`src/rpr_pkg.sv`:
```
// ----------------------------------------------------------------------------
// rpr_pkg: shared types and constants of the request packet receiver
// Status codes, configuration register indexes and the records that move
// between the receiver's stages.
// ----------------------------------------------------------------------------
`default_nettype none

package rpr_pkg;

  localparam int PacketLenDefault = 8;

  localparam int HeaderW  = 32;
  localparam int TimeoutW = 16;
  localparam int SumW     = 16;
  localparam int ByteW    = 8;
  localparam int CfgDataW = 32;
  localparam int CfgIdxW  = 1;

  localparam logic [CfgIdxW-1:0] CfgIdxHeader  = 1'd0;
  localparam logic [CfgIdxW-1:0] CfgIdxTimeout = 1'd1;

  localparam logic [TimeoutW-1:0] TimeoutReset = 16'd5;

  typedef enum logic [1:0] {
    STATUS_OK      = 2'd0,
    STATUS_CSUM    = 2'd1,
    STATUS_HDR     = 2'd2,
    STATUS_TIMEOUT = 2'd3
  } status_e;

  typedef enum logic {
    CMD_BYTE = 1'b0,
    CMD_TICK = 1'b1
  } cmd_e;

  typedef struct packed {
    logic [HeaderW-1:0]  header;
    logic [TimeoutW-1:0] timeout;
  } cfg_t;

  typedef struct packed {
    logic             valid;
    cmd_e             cmd;
    logic [ByteW-1:0] data;
  } item_t;

  typedef struct packed {
    status_e          status;
    logic [ByteW-1:0] mode;
    logic [ByteW-1:0] reps;
    logic             setup_valid;
  } result_t;

endpackage

`default_nettype wire

```
`src/rpr_if.sv`:
```
// ----------------------------------------------------------------------------
// rpr_req_if / rpr_res_if: request and result channels
// Valid/ready channels; a transfer happens on a clock edge with both high.
// ----------------------------------------------------------------------------
`default_nettype none

interface rpr_req_if;
  logic       valid;
  logic       ready;
  logic       command;
  logic [7:0] data_byte;

  modport source (output valid, output command, output data_byte, input ready);
  modport sink   (input valid, input command, input data_byte, output ready);
endinterface

interface rpr_res_if;
  logic       valid;
  logic       ready;
  logic [1:0] status;
  logic [7:0] mode;
  logic [7:0] reps;
  logic       setup_valid;

  modport source (output valid, output status, output mode, output reps,
                  output setup_valid, input ready);
  modport sink   (input valid, input status, input mode, input reps,
                  input setup_valid, output ready);
endinterface

`default_nettype wire

```
`src/rpr_cfg_regs.sv`:
```
// ----------------------------------------------------------------------------
// rpr_cfg_regs: configuration registers
// Holds the expected request header and the timeout in ticks.
// ----------------------------------------------------------------------------
`default_nettype none

module rpr_cfg_regs (
  input  wire logic                         clk_i,
  input  wire logic                         rst_ni,
  input  wire logic                         cfg_we_i,
  input  wire logic [rpr_pkg::CfgIdxW-1:0]  cfg_idx_i,
  input  wire logic [rpr_pkg::CfgDataW-1:0] cfg_data_i,
  output rpr_pkg::cfg_t                     cfg_o
);

  logic [rpr_pkg::HeaderW-1:0]  header_q;
  logic [rpr_pkg::TimeoutW-1:0] timeout_q;

  always_ff @(posedge clk_i or negedge rst_ni) begin
    if (!rst_ni) begin
      header_q  <= '0;
      timeout_q <= rpr_pkg::TimeoutReset;
    end else if (cfg_we_i) begin
      unique case (cfg_idx_i)
        rpr_pkg::CfgIdxHeader:  header_q  <= cfg_data_i[rpr_pkg::HeaderW-1:0];
        rpr_pkg::CfgIdxTimeout: timeout_q <= cfg_data_i[rpr_pkg::TimeoutW-1:0];
        default: ;
      endcase
    end
  end

  assign cfg_o.header  = header_q;
  assign cfg_o.timeout = timeout_q;

endmodule

`default_nettype wire

```
`src/rpr_in_stage.sv`:
```
// ----------------------------------------------------------------------------
// rpr_in_stage: request input register
// Captures one request per cycle unless stalled; holds it until parsed.
// ----------------------------------------------------------------------------
`default_nettype none

module rpr_in_stage (
  input  wire logic  clk_i,
  input  wire logic  rst_ni,
  rpr_req_if.sink    req,
  input  wire logic  advance_i,
  output rpr_pkg::item_t item_o
);

  logic                          valid_q, valid_d;
  rpr_pkg::cmd_e                 cmd_q;
  logic [rpr_pkg::ByteW-1:0]     data_q;
  logic                          load;

  assign req.ready = !valid_q || advance_i;
  assign load      = req.valid && req.ready;

  always_comb begin
    valid_d = valid_q;
    if (load) begin
      valid_d = 1'b1;
    end else if (advance_i) begin
      valid_d = 1'b0;
    end
  end

  always_ff @(posedge clk_i or negedge rst_ni) begin
    if (!rst_ni) begin
      valid_q <= 1'b0;
    end else begin
      valid_q <= valid_d;
    end
  end

  always_ff @(posedge clk_i) begin
    if (load) begin
      cmd_q  <= rpr_pkg::cmd_e'(req.command);
      data_q <= req.data_byte;
    end
  end

  assign item_o.valid = valid_q;
  assign item_o.cmd   = cmd_q;
  assign item_o.data  = data_q;

endmodule

`default_nettype wire

```
`src/rpr_parser.sv`:
```
// ----------------------------------------------------------------------------
// rpr_parser: packet state and checks
// Tracks byte position, running sum, header match and tick timeout, and
// produces the result for the last byte of a packet or a timeout.
// ----------------------------------------------------------------------------
`default_nettype none

module rpr_parser #(
  parameter int PACKET_LEN = rpr_pkg::PacketLenDefault
) (
  input  wire logic            clk_i,
  input  wire logic            rst_ni,
  input  wire rpr_pkg::cfg_t   cfg_i,
  input  wire rpr_pkg::item_t  item_i,
  input  wire logic            out_free_i,
  output logic                 advance_o,
  output logic                 res_load_o,
  output rpr_pkg::result_t     res_o
);

  localparam int PosW = $clog2(PACKET_LEN);
  localparam logic [PosW-1:0] PosCsumHi = PosW'(PACKET_LEN - 2);
  localparam logic [PosW-1:0] PosMode   = PosW'(4);
  localparam logic [PosW-1:0] PosReps   = PosW'(5);

  logic [PosW-1:0]              pos_q, pos_d;
  logic [rpr_pkg::SumW-1:0]     sum_q, sum_d;
  logic                         hdr_ok_q, hdr_ok_d;
  logic [rpr_pkg::ByteW-1:0]    pmode_q, pmode_d;
  logic [rpr_pkg::ByteW-1:0]    preps_q, preps_d;
  logic [rpr_pkg::ByteW-1:0]    csum_hi_q, csum_hi_d;
  logic [rpr_pkg::TimeoutW-1:0] elapsed_q, elapsed_d;
  logic [rpr_pkg::ByteW-1:0]    lmode_q, lmode_d;
  logic [rpr_pkg::ByteW-1:0]    lreps_q, lreps_d;
  logic                         setup_q, setup_d;

  logic                         has_result;
  rpr_pkg::status_e             status;
  logic                         fire;
  logic [1:0]                   hdr_sel;
  logic [rpr_pkg::ByteW-1:0]    hdr_byte;
  logic [rpr_pkg::TimeoutW-1:0] elapsed_inc;
  logic [rpr_pkg::SumW-1:0]     check;

  // first header byte sits in the top byte of the register
  assign hdr_sel  = 2'd3 - pos_q[1:0];
  assign hdr_byte = cfg_i.header[{hdr_sel, 3'b000} +: rpr_pkg::ByteW];
  assign elapsed_inc = (elapsed_q == '1) ? elapsed_q : elapsed_q + 1'b1;
  assign check    = {csum_hi_q, item_i.data};

  always_comb begin
    pos_d      = pos_q;
    sum_d      = sum_q;
    hdr_ok_d   = hdr_ok_q;
    pmode_d    = pmode_q;
    preps_d    = preps_q;
    csum_hi_d  = csum_hi_q;
    elapsed_d  = elapsed_q;
    lmode_d    = lmode_q;
    lreps_d    = lreps_q;
    setup_d    = setup_q;
    has_result = 1'b0;
    status     = rpr_pkg::STATUS_OK;

    if (item_i.cmd == rpr_pkg::CMD_TICK) begin
      if (pos_q != '0) begin
        elapsed_d = elapsed_inc;
        if (elapsed_inc > cfg_i.timeout) begin
          // drop the partial packet
          pos_d      = '0;
          sum_d      = '0;
          hdr_ok_d   = 1'b1;
          pmode_d    = '0;
          preps_d    = '0;
          csum_hi_d  = '0;
          elapsed_d  = '0;
          has_result = 1'b1;
          status     = rpr_pkg::STATUS_TIMEOUT;
        end
      end
    end else begin
      if (pos_q == '0) begin
        elapsed_d = '0;
      end
      if (pos_q < PosMode && item_i.data != hdr_byte) begin
        hdr_ok_d = 1'b0;
      end
      if (pos_q == PosMode) begin
        pmode_d = item_i.data;
      end
      if (pos_q == PosReps) begin
        preps_d = item_i.data;
      end

      priority if (pos_q < PosCsumHi) begin
        sum_d = sum_q + {{(rpr_pkg::SumW - rpr_pkg::ByteW){1'b0}}, item_i.data};
        pos_d = pos_q + 1'b1;
      end else if (pos_q == PosCsumHi) begin
        csum_hi_d = item_i.data;
        pos_d     = pos_q + 1'b1;
      end else begin
        has_result = 1'b1;
        priority if (check != sum_q) begin
          status = rpr_pkg::STATUS_CSUM;
        end else if (!hdr_ok_q) begin
          status = rpr_pkg::STATUS_HDR;
        end else begin
          status  = rpr_pkg::STATUS_OK;
          lmode_d = pmode_q;
          lreps_d = preps_q;
          setup_d = 1'b1;
        end
        pos_d     = '0;
        sum_d     = '0;
        hdr_ok_d  = 1'b1;
        pmode_d   = '0;
        preps_d   = '0;
        csum_hi_d = '0;
        elapsed_d = '0;
      end
    end
  end

  assign advance_o  = item_i.valid && (!has_result || out_free_i);
  assign fire       = advance_o;
  assign res_load_o = fire && has_result;

  assign res_o.status      = status;
  assign res_o.mode        = lmode_d;
  assign res_o.reps        = lreps_d;
  assign res_o.setup_valid = setup_d;

  always_ff @(posedge clk_i or negedge rst_ni) begin
    if (!rst_ni) begin
      pos_q     <= '0;
      sum_q     <= '0;
      hdr_ok_q  <= 1'b1;
      pmode_q   <= '0;
      preps_q   <= '0;
      csum_hi_q <= '0;
      elapsed_q <= '0;
      lmode_q   <= '0;
      lreps_q   <= '0;
      setup_q   <= 1'b0;
    end else if (fire) begin
      pos_q     <= pos_d;
      sum_q     <= sum_d;
      hdr_ok_q  <= hdr_ok_d;
      pmode_q   <= pmode_d;
      preps_q   <= preps_d;
      csum_hi_q <= csum_hi_d;
      elapsed_q <= elapsed_d;
      lmode_q   <= lmode_d;
      lreps_q   <= lreps_d;
      setup_q   <= setup_d;
    end
  end

  a_setup_sticky: assert property (@(posedge clk_i) disable iff (!rst_ni)
    !$fell(setup_q))
    else $error("setup flag cleared");

  a_ok_sets_setup: assert property (@(posedge clk_i) disable iff (!rst_ni)
    (res_load_o && status == rpr_pkg::STATUS_OK) |=> setup_q)
    else $error("accepted packet did not set setup flag");

  a_idle_no_ticks: assert property (@(posedge clk_i) disable iff (!rst_ni)
    (pos_q == '0) |-> (elapsed_q == '0))
    else $error("tick count nonzero with no packet started");

  a_timeout_partial: assert property (@(posedge clk_i) disable iff (!rst_ni)
    (res_load_o && status == rpr_pkg::STATUS_TIMEOUT) |-> (pos_q != '0))
    else $error("timeout reported with no partial packet");

  a_result_clears: assert property (@(posedge clk_i) disable iff (!rst_ni)
    res_load_o |=> (pos_q == '0 && sum_q == '0))
    else $error("packet state not cleared after result");

endmodule

`default_nettype wire

```
`src/rpr_out_stage.sv`:
```
// ----------------------------------------------------------------------------
// rpr_out_stage: result register
// Holds one result until the receiver takes it.
// ----------------------------------------------------------------------------
`default_nettype none

module rpr_out_stage (
  input  wire logic             clk_i,
  input  wire logic             rst_ni,
  input  wire logic             load_i,
  input  wire rpr_pkg::result_t res_i,
  output logic                  free_o,
  rpr_res_if.source             res
);

  logic             valid_q, valid_d;
  rpr_pkg::result_t data_q;

  assign free_o = !valid_q || res.ready;

  always_comb begin
    valid_d = valid_q;
    if (load_i) begin
      valid_d = 1'b1;
    end else if (res.ready) begin
      valid_d = 1'b0;
    end
  end

  always_ff @(posedge clk_i or negedge rst_ni) begin
    if (!rst_ni) begin
      valid_q <= 1'b0;
    end else begin
      valid_q <= valid_d;
    end
  end

  always_ff @(posedge clk_i) begin
    if (load_i) begin
      data_q <= res_i;
    end
  end

  assign res.valid       = valid_q;
  assign res.status      = data_q.status;
  assign res.mode        = data_q.mode;
  assign res.reps        = data_q.reps;
  assign res.setup_valid = data_q.setup_valid;

endmodule

`default_nettype wire

```
`src/request_packet_receiver_core.sv`:
```
// ----------------------------------------------------------------------------
// request_packet_receiver_core: fixed-length request packet receiver
// Deframes PACKET_LEN-byte requests with a 16-bit sum checksum and header.
// ----------------------------------------------------------------------------
// Usage:
//   req_i carries one item per transfer: a received byte (command 0) or one
//   time tick (command 1). res_o gives one result for the last byte of each
//   packet (accepted, checksum mismatch, header mismatch) and for a partial
//   packet dropped on timeout; other items give no result.
//   Configuration: write index 0 for the expected header (first byte in bits
//   31..24) and index 1 for the timeout in ticks; write only while idle.
//   A request is held in the input register, checked by the combinational
//   parser and its result loaded into the output register once that register
//   is free, which raises res_o.valid.
//   Throughput: one request per cycle while no result waits for the result
//   slot; the parser between the input and output registers is combinational.
//   Reset clears the packet state, the latched mode and repetition count and
//   the setup flag; the header resets to 0 and the timeout to 5 ticks.
//   Stall: a waiting result holds in the output register; requests that give
//   no result keep flowing, and one that gives a result waits in the input
//   register with req_i.ready low until the result slot frees.
// ----------------------------------------------------------------------------
`default_nettype none

module request_packet_receiver_core #(
  parameter int PACKET_LEN = rpr_pkg::PacketLenDefault
) (
  input  wire logic                         clk_i,
  input  wire logic                         rst_ni,
  rpr_req_if.sink                           req_i,
  rpr_res_if.source                         res_o,
  input  wire logic                         cfg_we_i,
  input  wire logic [rpr_pkg::CfgIdxW-1:0]  cfg_idx_i,
  input  wire logic [rpr_pkg::CfgDataW-1:0] cfg_data_i
);

  rpr_pkg::cfg_t    cfg;
  rpr_pkg::item_t   item;
  rpr_pkg::result_t result;
  logic             advance;
  logic             res_load;
  logic             out_free;

  rpr_cfg_regs u_cfg (
    .clk_i      (clk_i),
    .rst_ni     (rst_ni),
    .cfg_we_i   (cfg_we_i),
    .cfg_idx_i  (cfg_idx_i),
    .cfg_data_i (cfg_data_i),
    .cfg_o      (cfg)
  );

  rpr_in_stage u_in (
    .clk_i     (clk_i),
    .rst_ni    (rst_ni),
    .req       (req_i),
    .advance_i (advance),
    .item_o    (item)
  );

  rpr_parser #(
    .PACKET_LEN (PACKET_LEN)
  ) u_parser (
    .clk_i      (clk_i),
    .rst_ni     (rst_ni),
    .cfg_i      (cfg),
    .item_i     (item),
    .out_free_i (out_free),
    .advance_o  (advance),
    .res_load_o (res_load),
    .res_o      (result)
  );

  rpr_out_stage u_out (
    .clk_i  (clk_i),
    .rst_ni (rst_ni),
    .load_i (res_load),
    .res_i  (result),
    .free_o (out_free),
    .res    (res_o)
  );

endmodule

`default_nettype wire
```
`src/flat_wrapper.sv`:
```
// flat-port wrapper written by rule: the top's interface ports become plain ports
module request_packet_receiver_core_flat 
#(
  parameter int PACKET_LEN = rpr_pkg::PacketLenDefault
)
  (clk_i, rst_ni, cfg_we_i, cfg_idx_i, cfg_data_i, req_i_valid, req_i_command, req_i_data_byte, req_i_ready, res_o_valid, res_o_status, res_o_mode, res_o_reps, res_o_setup_valid, res_o_ready);
  rpr_req_if req_i_i ();
  rpr_res_if res_o_i ();
  input  wire logic clk_i;
  input  wire logic rst_ni;
  input  wire logic cfg_we_i;
  input  wire logic [rpr_pkg::CfgIdxW-1:0] cfg_idx_i;
  input  wire logic [rpr_pkg::CfgDataW-1:0] cfg_data_i;
  input wire logic [$bits(req_i_i.valid)-1:0] req_i_valid;
  input wire logic [$bits(req_i_i.command)-1:0] req_i_command;
  input wire logic [$bits(req_i_i.data_byte)-1:0] req_i_data_byte;
  output wire logic [$bits(req_i_i.ready)-1:0] req_i_ready;
  output wire logic [$bits(res_o_i.valid)-1:0] res_o_valid;
  output wire logic [$bits(res_o_i.status)-1:0] res_o_status;
  output wire logic [$bits(res_o_i.mode)-1:0] res_o_mode;
  output wire logic [$bits(res_o_i.reps)-1:0] res_o_reps;
  output wire logic [$bits(res_o_i.setup_valid)-1:0] res_o_setup_valid;
  input wire logic [$bits(res_o_i.ready)-1:0] res_o_ready;
  assign req_i_i.valid = req_i_valid;
  assign req_i_i.command = req_i_command;
  assign req_i_i.data_byte = req_i_data_byte;
  assign req_i_ready = req_i_i.ready;
  assign res_o_valid = res_o_i.valid;
  assign res_o_status = res_o_i.status;
  assign res_o_mode = res_o_i.mode;
  assign res_o_reps = res_o_i.reps;
  assign res_o_setup_valid = res_o_i.setup_valid;
  assign res_o_i.ready = res_o_ready;
  request_packet_receiver_core #(.PACKET_LEN(PACKET_LEN)) u_core (.clk_i(clk_i), .rst_ni(rst_ni), .req_i(req_i_i), .res_o(res_o_i), .cfg_we_i(cfg_we_i), .cfg_idx_i(cfg_idx_i), .cfg_data_i(cfg_data_i));
endmodule
```
`config.mk`:
```
export PLATFORM = sky130hd
export DESIGN_NAME = request_packet_receiver_core_flat
export DESIGN_NICKNAME = d
export VERILOG_FILES = /design/src/rpr_pkg.sv /design/src/rpr_if.sv /design/src/rpr_cfg_regs.sv /design/src/rpr_in_stage.sv /design/src/rpr_parser.sv /design/src/rpr_out_stage.sv /design/src/request_packet_receiver_core.sv /design/src/flat_wrapper.sv
export SDC_FILE = /design/constraint.sdc
export NUM_CORES = 1
export LEC_CHECK = 0
export BUFFER_PORTS_ARGS = -buffer_cell sky130_fd_sc_hd__buf_2
export CAP_MARGIN = 10
export CORE_UTILIZATION = 62
export CTS_BUF_LIST = sky130_fd_sc_hd__clkbuf_2
export CTS_CLUSTER_SIZE = 14
export DETAILED_ROUTE_END_ITERATION = 10
export PLACE_DENSITY_LB_ADDON = 0.1
export SETUP_SLACK_MARGIN = 0.3
export SYNTH_ARGS = -nofsm -noshare
export SYNTH_HDL_FRONTEND = slang
export SYNTH_SLANG_ARGS = --single-unit
```
`constraint.sdc`:
```
create_clock -name clk_i -period 6.6 [get_ports clk_i]
set_clock_uncertainty 0.15 [all_clocks]
set_input_delay 0.33 -clock clk_i [delete_from_list [all_inputs] [get_ports clk_i]]
set_output_delay 0.33 -clock clk_i [all_outputs]
set_load 0.01 [all_outputs]
```
# After elaboration in Yosys (flattened, before gate mapping)
# Index checks and enable logic that the tools add are counted.
[totals]
register_bits = 155
latch_bits = 0
ramBits = 0
romBits = 0
in_bits = 47
output_inout_bits = 21
elab_cells = 126
n_memories = 0
[op_classes]
addsub = 4
mul = 0
div_mod_pow = 0
n_lt_le_gt_ge = 3
n_eq_ne = 10
shifts = 1
muxes = 67
n_bitwise = 1
reduce_logical = 20
[ops]
columns = ["cell", "n"]
rows = [
  ["$mux 16", 12],
  ["$mux 8", 23],
  ["$shiftx 32x6->8", 1],
  ["$mux 1", 20],
  ["$add 16x1->16 const B", 1],
  ["$add 16x8->16", 1],
  ["$eq 16x16->1 const B", 1],
  ["$gt 16x16->1", 1],
  ["$ne 16x16->1", 1],
  ["$mux 3", 5],
  ["$mux 2", 7],
  ["$eq 3x3->1 const B", 3],
  ["$ne 8x8->1", 1],
  ["$reduce_and 4->1", 2],
  ["$lt 3x3->1 const B", 2],
  ["$reduce_and 2->1", 3],
  ["$logic_and 1x1->1", 4],
  ["$ne 2x2->1 const B", 2],
  ["$reduce_bool 2->1", 2],
  ["$add 3x1->3 const B", 1],
  ["$logic_not 1->1", 3],
  ["$logic_not 3->1", 1],
  ["$logic_or 1x1->1", 3],
  ["$ne 3x2->1 const B", 1],
  ["5 further kinds", 5],
]

# Depth between registers and ports, before layout
[logic_depth]
depth_word = 12
depth_mapped = 15
mapped_depth_nobuf = 14

# Hierarchy
# A second synthesis with hierarchy kept.
[hier_totals]
cells_unflattened = 653
hier_area_um2 = 7916.3
[by_module_without_submodules]
columns = ["mod", "n_inst", "cells_each", "area_per_inst_um2", "seq_area_each_um2"]
rows = [
  ["rpr_parser", 1, 513, 5016.1, 1928.1],
  ["rpr_cfg_regs", 1, 103, 1943.1, 1203.7],
  ["rpr_out_stage", 1, 22, 618.1, 595.6],
  ["rpr_in_stage", 1, 15, 339.1, 295.3],
]

# Worst setup path after synthesis
# No wires, ideal clock.
[synth_timing]
path_type = "reg2reg"
startpoint = "register u_core.u_parser.elapsed_q[7] (netlist name)"
endpoint = "register u_core.u_out.data_q, in the netlist u_core.u_out.res.mode[0], enable pin"
setup_ps = 395
arrival_time_ps = 4103
required_ps = 6055
slack_ps = 1952
stages_incl_launch_ff = 15
path_buffers = 0
period_less_slack_ps = 4648
cell_sequence = "dfrtp_1 and4_1 nand3_1 nor3_1 nor2_1 nand2_1 xnor2_1 ha_1 nand2_1 or4_4 a21o_2 nand3_1 a41o_1 nand2_1 nor2_1"
[synth_between]
elab_chain_len = 10
elab_cells_between_ends = 11
cone_classes = "add/sub (1); order compare (1); eq/ne (1); mux (4); reduce/logical (4)"
[synth_rtl]
columns = ["element", "line_no", "text"]
rows = [
  ["start, declared", "rpr_parser.sv:32", "logic [rpr_pkg::TimeoutW-1:0] elapsed_q, elapsed_d;"],
  ["start signal, assigned", "rpr_parser.sv:152", "elapsed_q <= elapsed_d;"],
  ["$add 16x1->16 or $eq 16x16->1 (tied branches)", "rpr_parser.sv:48", "assign elapsed_inc = (elapsed_q == '1) ? elapsed_q : elapsed_q + 1'b1;"],
  ["$mux 16 (*)", "rpr_parser.sv:48", ""],
  ["$gt 16x16->1 (*)", "rpr_parser.sv:68", "if (elapsed_inc > cfg_i.timeout) begin"],
  ["$mux 1 (*)", "rpr_parser.sv:68", ""],
  ["$mux 1 (*)", "rpr_parser.sv:66", "if (pos_q != '0) begin"],
  ["$mux 1 (*)", "rpr_parser.sv:65", "if (item_i.cmd == rpr_pkg::CMD_TICK) begin"],
  ["$logic_not 1->1", "rpr_parser.sv:124", "assign advance_o = item_i.valid && (!has_result || out_free_i);"],
  ["$logic_or 1x1->1", "rpr_parser.sv:124", ""],
  ["$logic_and 1x1->1", "rpr_parser.sv:124", ""],
  ["$logic_and 1x1->1 (*)", "rpr_parser.sv:126", "assign res_load_o = fire && has_result;"],
  ["net u_core.res_load", "request_packet_receiver_core.sv:41", "logic res_load;"],
  ["end signal, assigned", "rpr_out_stage.sv:40", "data_q <= res_i;"],
  ["end, declared", "rpr_out_stage.sv:17", "rpr_pkg::result_t data_q;"],
]
# Mark *: on every way through the listed nets, which the timed path passes. The rest lies on a longest branch.
# A chain may end at the register's enable or synchronous reset.

# Worst setup path after layout
[layout_timing]
startpoint = "register u_core.u_parser.elapsed_q[8] (netlist name)"
endpoint = "output req_i_ready"
[layout_between]
elab_chain_len = 10
elab_cells_between_ends = 11
cone_classes = "add/sub (1); order compare (1); eq/ne (1); mux (4); reduce/logical (4)"
[layout_rtl]
columns = ["element", "line_no", "text"]
rows = [
  ["$add 16x1->16 or $eq 16x16->1 (tied branches)", "rpr_parser.sv:48", ""],
  ["$mux 16 (*)", "rpr_parser.sv:48", ""],
  ["$gt 16x16->1 (*)", "rpr_parser.sv:68", ""],
  ["$mux 1 (*)", "rpr_parser.sv:68", ""],
  ["$mux 1 (*)", "rpr_parser.sv:66", ""],
  ["$mux 1 (*)", "rpr_parser.sv:65", ""],
  ["$logic_not 1->1 (*)", "rpr_parser.sv:124", ""],
  ["$logic_or 1x1->1 (*)", "rpr_parser.sv:124", ""],
  ["$logic_and 1x1->1 (*)", "rpr_parser.sv:124", ""],
  ["$logic_or 1x1->1 (*)", "rpr_in_stage.sv:20", "assign req.ready = !valid_q || advance_i;"],
  ["end, declared", "flat_wrapper.sv:17", "output wire logic [$bits(req_i_i.ready)-1:0] req_i_ready;"],
]
# Every way passes the cells marked *; elsewhere a longest branch is shown, timed or not.

==> impl_table.tex <==
\begin{tabular}{lr}
\hline
Metric & Value \\
\hline
\multicolumn{2}{l}{\textbf{Status}} \\
\quad Run status & finished, final reports clean \\
\multicolumn{2}{l}{\textbf{GRT}} \\
\quad Overflow left after global routing & 0 \\
\quad GRT Resource Usage Total & 29.8\% \\
\quad Number of antenna violations at the first check in global routing & 1 \\
\quad First-pass GRT wire length & 29.2 mm \\
\quad Number of global-route vias before repair & 5693 \\
\quad Pin count of the biggest net entering global routing & 83 \\
\multicolumn{2}{l}{\textbf{Setup path}} \\
\quad Number of cells on the critical path & 15 \\
\quad Start-to-end type of the worst setup path & flop to output pin \\
\quad Top cell by count, worst path & sky130\_fd\_sc\_hd\_\_nand2\_1 \\
\quad Maximum single-stage delay on the critical path & 0.80 ns \\
\quad Worst-path maximum fanout & 8 \\
\quad Cell family contributing the most delay on the critical path & simple AND/OR/NAND/NOR gates \\
\quad Worst R2R End & u\_core.u\_parser.lmode\_q[6] \\
\quad Type of origin of the critical path & flop \\
\quad Critical-path cell with the highest stage delay & sky130\_fd\_sc\_hd\_\_nor3\_1 \\
\quad CP endpoint kind & output pin \\
\quad Endpoint arrival time on the critical path & 5.11 ns \\
\quad Worst-case register-to-register setup slack & 1.45 ns \\
\quad Critical path origin & u\_core.u\_parser.elapsed\_q[8] \\
\quad Data required time of the critical path & 6.12 ns \\
\quad Capture point of the worst path & req\_i\_ready \\
\quad Worst Path Buf+Inv & 1 \\
\quad Launching point of the worst reg2reg path & u\_core.u\_parser.elapsed\_q[8] \\
\quad Register-to-Register Path Depth & 14 \\
\quad Cell breakdown of the critical path & and4\_1 -> nand3\_1 -> nor3\_1 -> nor2\_1 -> nand2\_1 -> xnor2\_1 -> ha\_1 -> nand2\_1 -> or4\_4 -> a21o\_2 -> nand3\_1 -> a41o\_1 -> nand2\_1 -> or2\_2 -> buf\_2 \\
\multicolumn{2}{l}{\textbf{Logic synthesis}} \\
\quad Gate count of the mapped netlist & approximately 660 \\
\quad Yosys cell types & 61 \\
\quad Ys async rst share & 81.9\% \\
\quad Synthesized net count & 738 \\
\quad Top cell type's share of synthesized area & 39.9\% \\
\quad Biggest area contributors in the synthesized netlist & sky130\_fd\_sc\_hd\_\_dfrtp\_1 40\%, sky130\_fd\_sc\_hd\_\_mux2\_2 12\%, sky130\_fd\_sc\_hd\_\_edfxtp\_1 11\% \\
\quad Netlist area before placement & 0.00777 mm² \\
\quad Cell type with the highest aggregate area in the netlist & sky130\_fd\_sc\_hd\_\_dfrtp\_1 \\
\quad Fraction of the yosys area taken by sequential cells & 51.8\% \\
\quad Per-instance average area after synthesis & approximately 12 µm² \\
\quad Number of flops mapped to enable cells by yosys & 28 \\
\quad Register bit count reported by yosys & 155 \\
\quad Most used flip-flop cell after synthesis & sky130\_fd\_sc\_hd\_\_dfrtp\_1 \\
\quad Warning count from the yosys run & 0 \\
\multicolumn{2}{l}{\textbf{Floorplanning}} \\
\quad Area enclosed by the die boundary & 0.0130 mm² \\
\quad Count of pins on the block boundary & 68 \\
\quad Std-Cell Rows & 40 \\
\quad Area of the core region & $\sim$0.012 mm² \\
\quad Overall die height & 114 µm \\
\quad Initial standard-cell utilization of the core & 64.2\% \\
\quad Die outline width & 114 µm \\
\multicolumn{2}{l}{\textbf{Hold path}} \\
\quad Type of the tightest min-delay check & input pin to flop \\
\multicolumn{2}{l}{\textbf{STA}} \\
\quad RSZ-0062 raised after global routing & no \\
\quad Fin crit share & between 80\% and 90\% \\
\quad Number of endpoints with negative hold slack in the final report & 0 \\
\quad Worst path setup slack after routing & 1.01 ns \\
\quad Final hold slack & 0.105 ns \\
\quad Setup TNS & 0 ns \\
\quad Worst-Margin Slew & 1.01 ns \\
\quad Worst relative slew slack & 32.4\% \\
\quad Fmax & 0.179 GHz \\
\quad Final number of setup-violating endpoints & 0 \\
\quad Final critical delay including setup and external delays & 5.59 ns \\
\quad Count of final max-slew check failures & 0 \\
\multicolumn{2}{l}{\textbf{CTS}} \\
\quad CTS tree & yes \\
\quad Clock buffer count from CTS & 17 \\
\quad Clock latency at the later pin of the worst-skew pair & 0.75 ns \\
\quad Setup bufs post-CTS & 0 \\
\quad Number of levels the H-tree was split into & 4 \\
\quad Clock Path Buffers & 2 \\
\quad Root Driver & sky130\_fd\_sc\_hd\_\_clkbuf\_2 \\
\quad Clock sink count & $\sim$160 \\
\quad Clock transition at the registers of the reported paths & 0.24 ns \\
\multicolumn{2}{l}{\textbf{Power}} \\
\quad Combinational group share of total power & between 20 and 30\% \\
\quad Switching fraction of total power & 34.4\% \\
\quad Leakage power & 3.96 nW \\
\quad Net switching power figure & 796 µW \\
\quad Cell internal power dissipation & 1.52 mW \\
\quad Final total power & 2.31 mW \\
\quad IR drop worst, VDD & 0.208 mV \\
\quad Sequential group share of total power & 52.5\% \\
\quad Power per unit of standard cell area & roughly 260 mW/mm² \\
\quad Part of the power in the clock network & slightly above 20\% \\
\multicolumn{2}{l}{\textbf{Flow run}} \\
\quad Count of maximum capacitance violations & 0 \\
\multicolumn{2}{l}{\textbf{Route}} \\
\quad Total Routed Length & around 18 mm \\
\quad Number of iterations in the first detailed-routing pass & 4 \\
\quad Total vias in the final route & 5772 \\
\quad ANT nets after route & 0 \\
\quad Count of unresolved DRC violations after routing & 0 \\
\quad Average via count per standard cell & 6.04 \\
\quad DR iter-0 viols & 482 \\
\quad Routed wire length per instance & 19.0 µm \\
\multicolumn{2}{l}{\textbf{Placement}} \\
\quad Placer Congestion & 0.951 \\
\quad Instance area at placement & 0.00824 mm² \\
\quad Post-DP HPWL & 11.7 mm \\
\quad Port bufs & 67 \\
\quad Instance count after placement with tap cells included & between 800 and 900 \\
\quad Placement Setup Slack & 1.54 ns \\
\multicolumn{2}{l}{\textbf{Layout}} \\
\quad Fill cell total of the finished layout & 831 \\
\quad Area of all placed cells without fillers & 0.00893 mm² \\
\quad Final std cells w/o fill & 955 \\
\quad Core utilization of the finished layout & 73.7\% \\
\quad Fraction of layout cells with a size suffix above 1 & between 20\% and 30\% \\
\quad Syn-to-layout area delta & 14.9\% \\
\quad Total Nets Final & 849 \\
\hline
\end{tabular}
worst min-delay path by stage:
stage | from | to | slack (ns) | depth (start not counted)
6_report | cfg_idx_i | u_core.u_cfg.header_q[5] | 0.10 | 4
5_1_grt | req_i_data_byte[1] | u_core.u_in.data_q[1] | 0.08 | 2
4_1_cts | cfg_idx_i | u_core.u_cfg.header_q[22] | 0.05 | 4
3_5_place_dp | rst_ni | u_core.u_parser.sum_q[5] | 0.23 | 1
3_3_place_gp | rst_ni | u_core.u_parser.sum_q[6] | 0.22 | 1
2_1_floorplan | rst_ni | u_core.u_cfg.header_q[0] | -0.12 | 0
registers in the layout, indices dropped and copies added (netlist names):
name and flops:
u_core.u_parser.pmode_q 8, u_core.u_parser.lreps_q 8, u_core.u_out.res.valid 1, u_core.u_out.res.status 2
u_core.u_out.res.reps 8, u_core.u_in.cmd_q 1, u_core.u_cfg.header_q 32, u_core.u_out.res.mode 8
u_core.u_parser.hdr_ok_q 1, u_core.u_cfg.timeout_q 16, u_core.u_parser.preps_q 8, u_core.u_out.res.setup_valid 1
u_core.u_parser.setup_q 1, u_core.u_parser.elapsed_q 16, u_core.u_parser.csum_hi_q 8, u_core.u_in.data_q 8
u_core.u_parser.sum_q 16, u_core.u_parser.lmode_q 8, u_core.u_parser.pos_q 3, u_core.u_in.valid_q 1
power groups by stage:
stage | clock [mW] | sequential [mW] | combinational (mW)
2_1_floorplan | 0 | 1.17 | 0.484
3_3_place_gp | 0 | 1.22 | 0.574
3_5_place_dp | 0 | 1.23 | 0.597
4_1_cts | 0.480 | 1.21 | 0.623
5_1_grt | 0.512 | 1.23 | 0.697
6_report | 0.470 | 1.21 | 0.630
Yosys cell counts, types with 8 or more instances:
cell type / n
sky130_fd_sc_hd__dfrtp_1: 124
sky130_fd_sc_hd__mux2_2: 81
sky130_fd_sc_hd__nand2_1: 57
sky130_fd_sc_hd__o21ai_0: 39
sky130_fd_sc_hd__edfxtp_1: 28
sky130_fd_sc_hd__ha_1: 28
sky130_fd_sc_hd__inv_1: 24
sky130_fd_sc_hd__xnor2_1: 21
sky130_fd_sc_hd__nor2_1: 20
sky130_fd_sc_hd__nand3_1: 19
sky130_fd_sc_hd__nor3_1: 18
sky130_fd_sc_hd__clkbuf_1: 17
sky130_fd_sc_hd__a22o_1: 16
sky130_fd_sc_hd__a21oi_1: 15
sky130_fd_sc_hd__nand4_1: 13
sky130_fd_sc_hd__and3_1: 11
sky130_fd_sc_hd__o31ai_1: 11
sky130_fd_sc_hd__nor4_1: 9
sky130_fd_sc_hd__xor2_1: 9
sky130_fd_sc_hd__mux4_2: 8
kinds of logic after synthesis:
family                   synth area share [%]
flip-flops                               51.8
AO/OA/AOI/OAI                            11.4
multiplexers                             14.2
AND/OR/NAND/NOR                          11.9
adder cells (fa/ha/maj)                  4.77
XOR/XNOR                                 3.38
buffers and inverters                    2.66
layer usage:
metal  up-vias  global-route usage (%)  routed length, µm
met3        27                    5.31                906
li1       2688                       -                  -
met5         -                       0                  0
met1      2877                    39.3               7660
met2       180                    49.6               9250
met4         0                    10.9                345
layout make-up:
class | count | area (µm²) | share of cell area, %
Sequential cell | 155 | 4020 | 45.0
Multi-Input combinational cell | 455 | 3540 | 39.7
Timing Repair Buffer | 118 | 856 | 9.58
Tap cell | 168 | 210 | 2.35
Clock inverter | 13 | 101 | 1.13
Inverter | 26 | 97.6 | 1.09
Clock buffer | 19 | 95.1 | 1.06
Antenna cell | 1 | 2.50 | 0.0280
worst register-to-register path, stage by stage (launching register included):
cell                      delay [ns]
sky130_fd_sc_hd__dfrtp_1        0.49
sky130_fd_sc_hd__and4_1         0.29
sky130_fd_sc_hd__nand3_1        0.16
sky130_fd_sc_hd__nor3_1         0.80
sky130_fd_sc_hd__nor2_1         0.23
sky130_fd_sc_hd__nand2_1        0.16
sky130_fd_sc_hd__xnor2_1        0.08
sky130_fd_sc_hd__ha_1           0.30
sky130_fd_sc_hd__nand2_1        0.09
sky130_fd_sc_hd__or4_4          0.54
sky130_fd_sc_hd__or2_4          0.28
sky130_fd_sc_hd__and4_4         0.19
sky130_fd_sc_hd__a21o_2         0.23
sky130_fd_sc_hd__nor3_4         0.65
sky130_fd_sc_hd__mux2_2         0.42
layout by cell type, fill, tap and decap left out, types with 4 or more instances in the layout:
| master | Yosys | routed |
|---|---|---|
| sky130_fd_sc_hd__or3_1 | 5 | 5 |
| sky130_fd_sc_hd__nand4_1 | 13 | 13 |
| sky130_fd_sc_hd__xnor2_1 | 21 | 21 |
| sky130_fd_sc_hd__mux2_2 | 81 | 81 |
| sky130_fd_sc_hd__clkbuf_2 | 0 | 19 |
| sky130_fd_sc_hd__a22o_1 | 16 | 16 |
| sky130_fd_sc_hd__o21ai_0 | 39 | 39 |
| sky130_fd_sc_hd__a211oi_1 | 4 | 4 |
| sky130_fd_sc_hd__nand2_1 | 57 | 57 |
| sky130_fd_sc_hd__ha_1 | 28 | 28 |
| sky130_fd_sc_hd__and3_1 | 11 | 11 |
| sky130_fd_sc_hd__dlygate4sd3_1 | 0 | 46 |
| sky130_fd_sc_hd__mux4_2 | 8 | 8 |
| sky130_fd_sc_hd__buf_4 | 1 | 5 |
| sky130_fd_sc_hd__nor3_1 | 18 | 18 |
| sky130_fd_sc_hd__dfrtp_1 | 124 | 124 |
| sky130_fd_sc_hd__clkinv_1 | 2 | 6 |
| sky130_fd_sc_hd__a221o_1 | 5 | 5 |
| sky130_fd_sc_hd__a32o_1 | 4 | 4 |
| sky130_fd_sc_hd__xor2_1 | 9 | 9 |
| sky130_fd_sc_hd__nor4_1 | 9 | 9 |
| sky130_fd_sc_hd__inv_1 | 24 | 24 |
| sky130_fd_sc_hd__a31oi_1 | 5 | 5 |
| sky130_fd_sc_hd__nor2b_1 | 5 | 4 |
| sky130_fd_sc_hd__nand3_1 | 19 | 19 |
| sky130_fd_sc_hd__o31ai_1 | 11 | 11 |
| sky130_fd_sc_hd__edfxtp_1 | 28 | 28 |
| sky130_fd_sc_hd__a21oi_1 | 15 | 15 |
| sky130_fd_sc_hd__buf_2 | 0 | 66 |
| sky130_fd_sc_hd__nor2_1 | 20 | 20 |
| sky130_fd_sc_hd__nand2b_1 | 5 | 5 |
what timing repair did:
item | 4_1_cts | 5_1_grt
hold buffers | 47 | 0
resized for setup | 0 | 0
endpoints found under the hold margin | 105 | 0
Note: power is estimated with default switching activity, not from simulation.
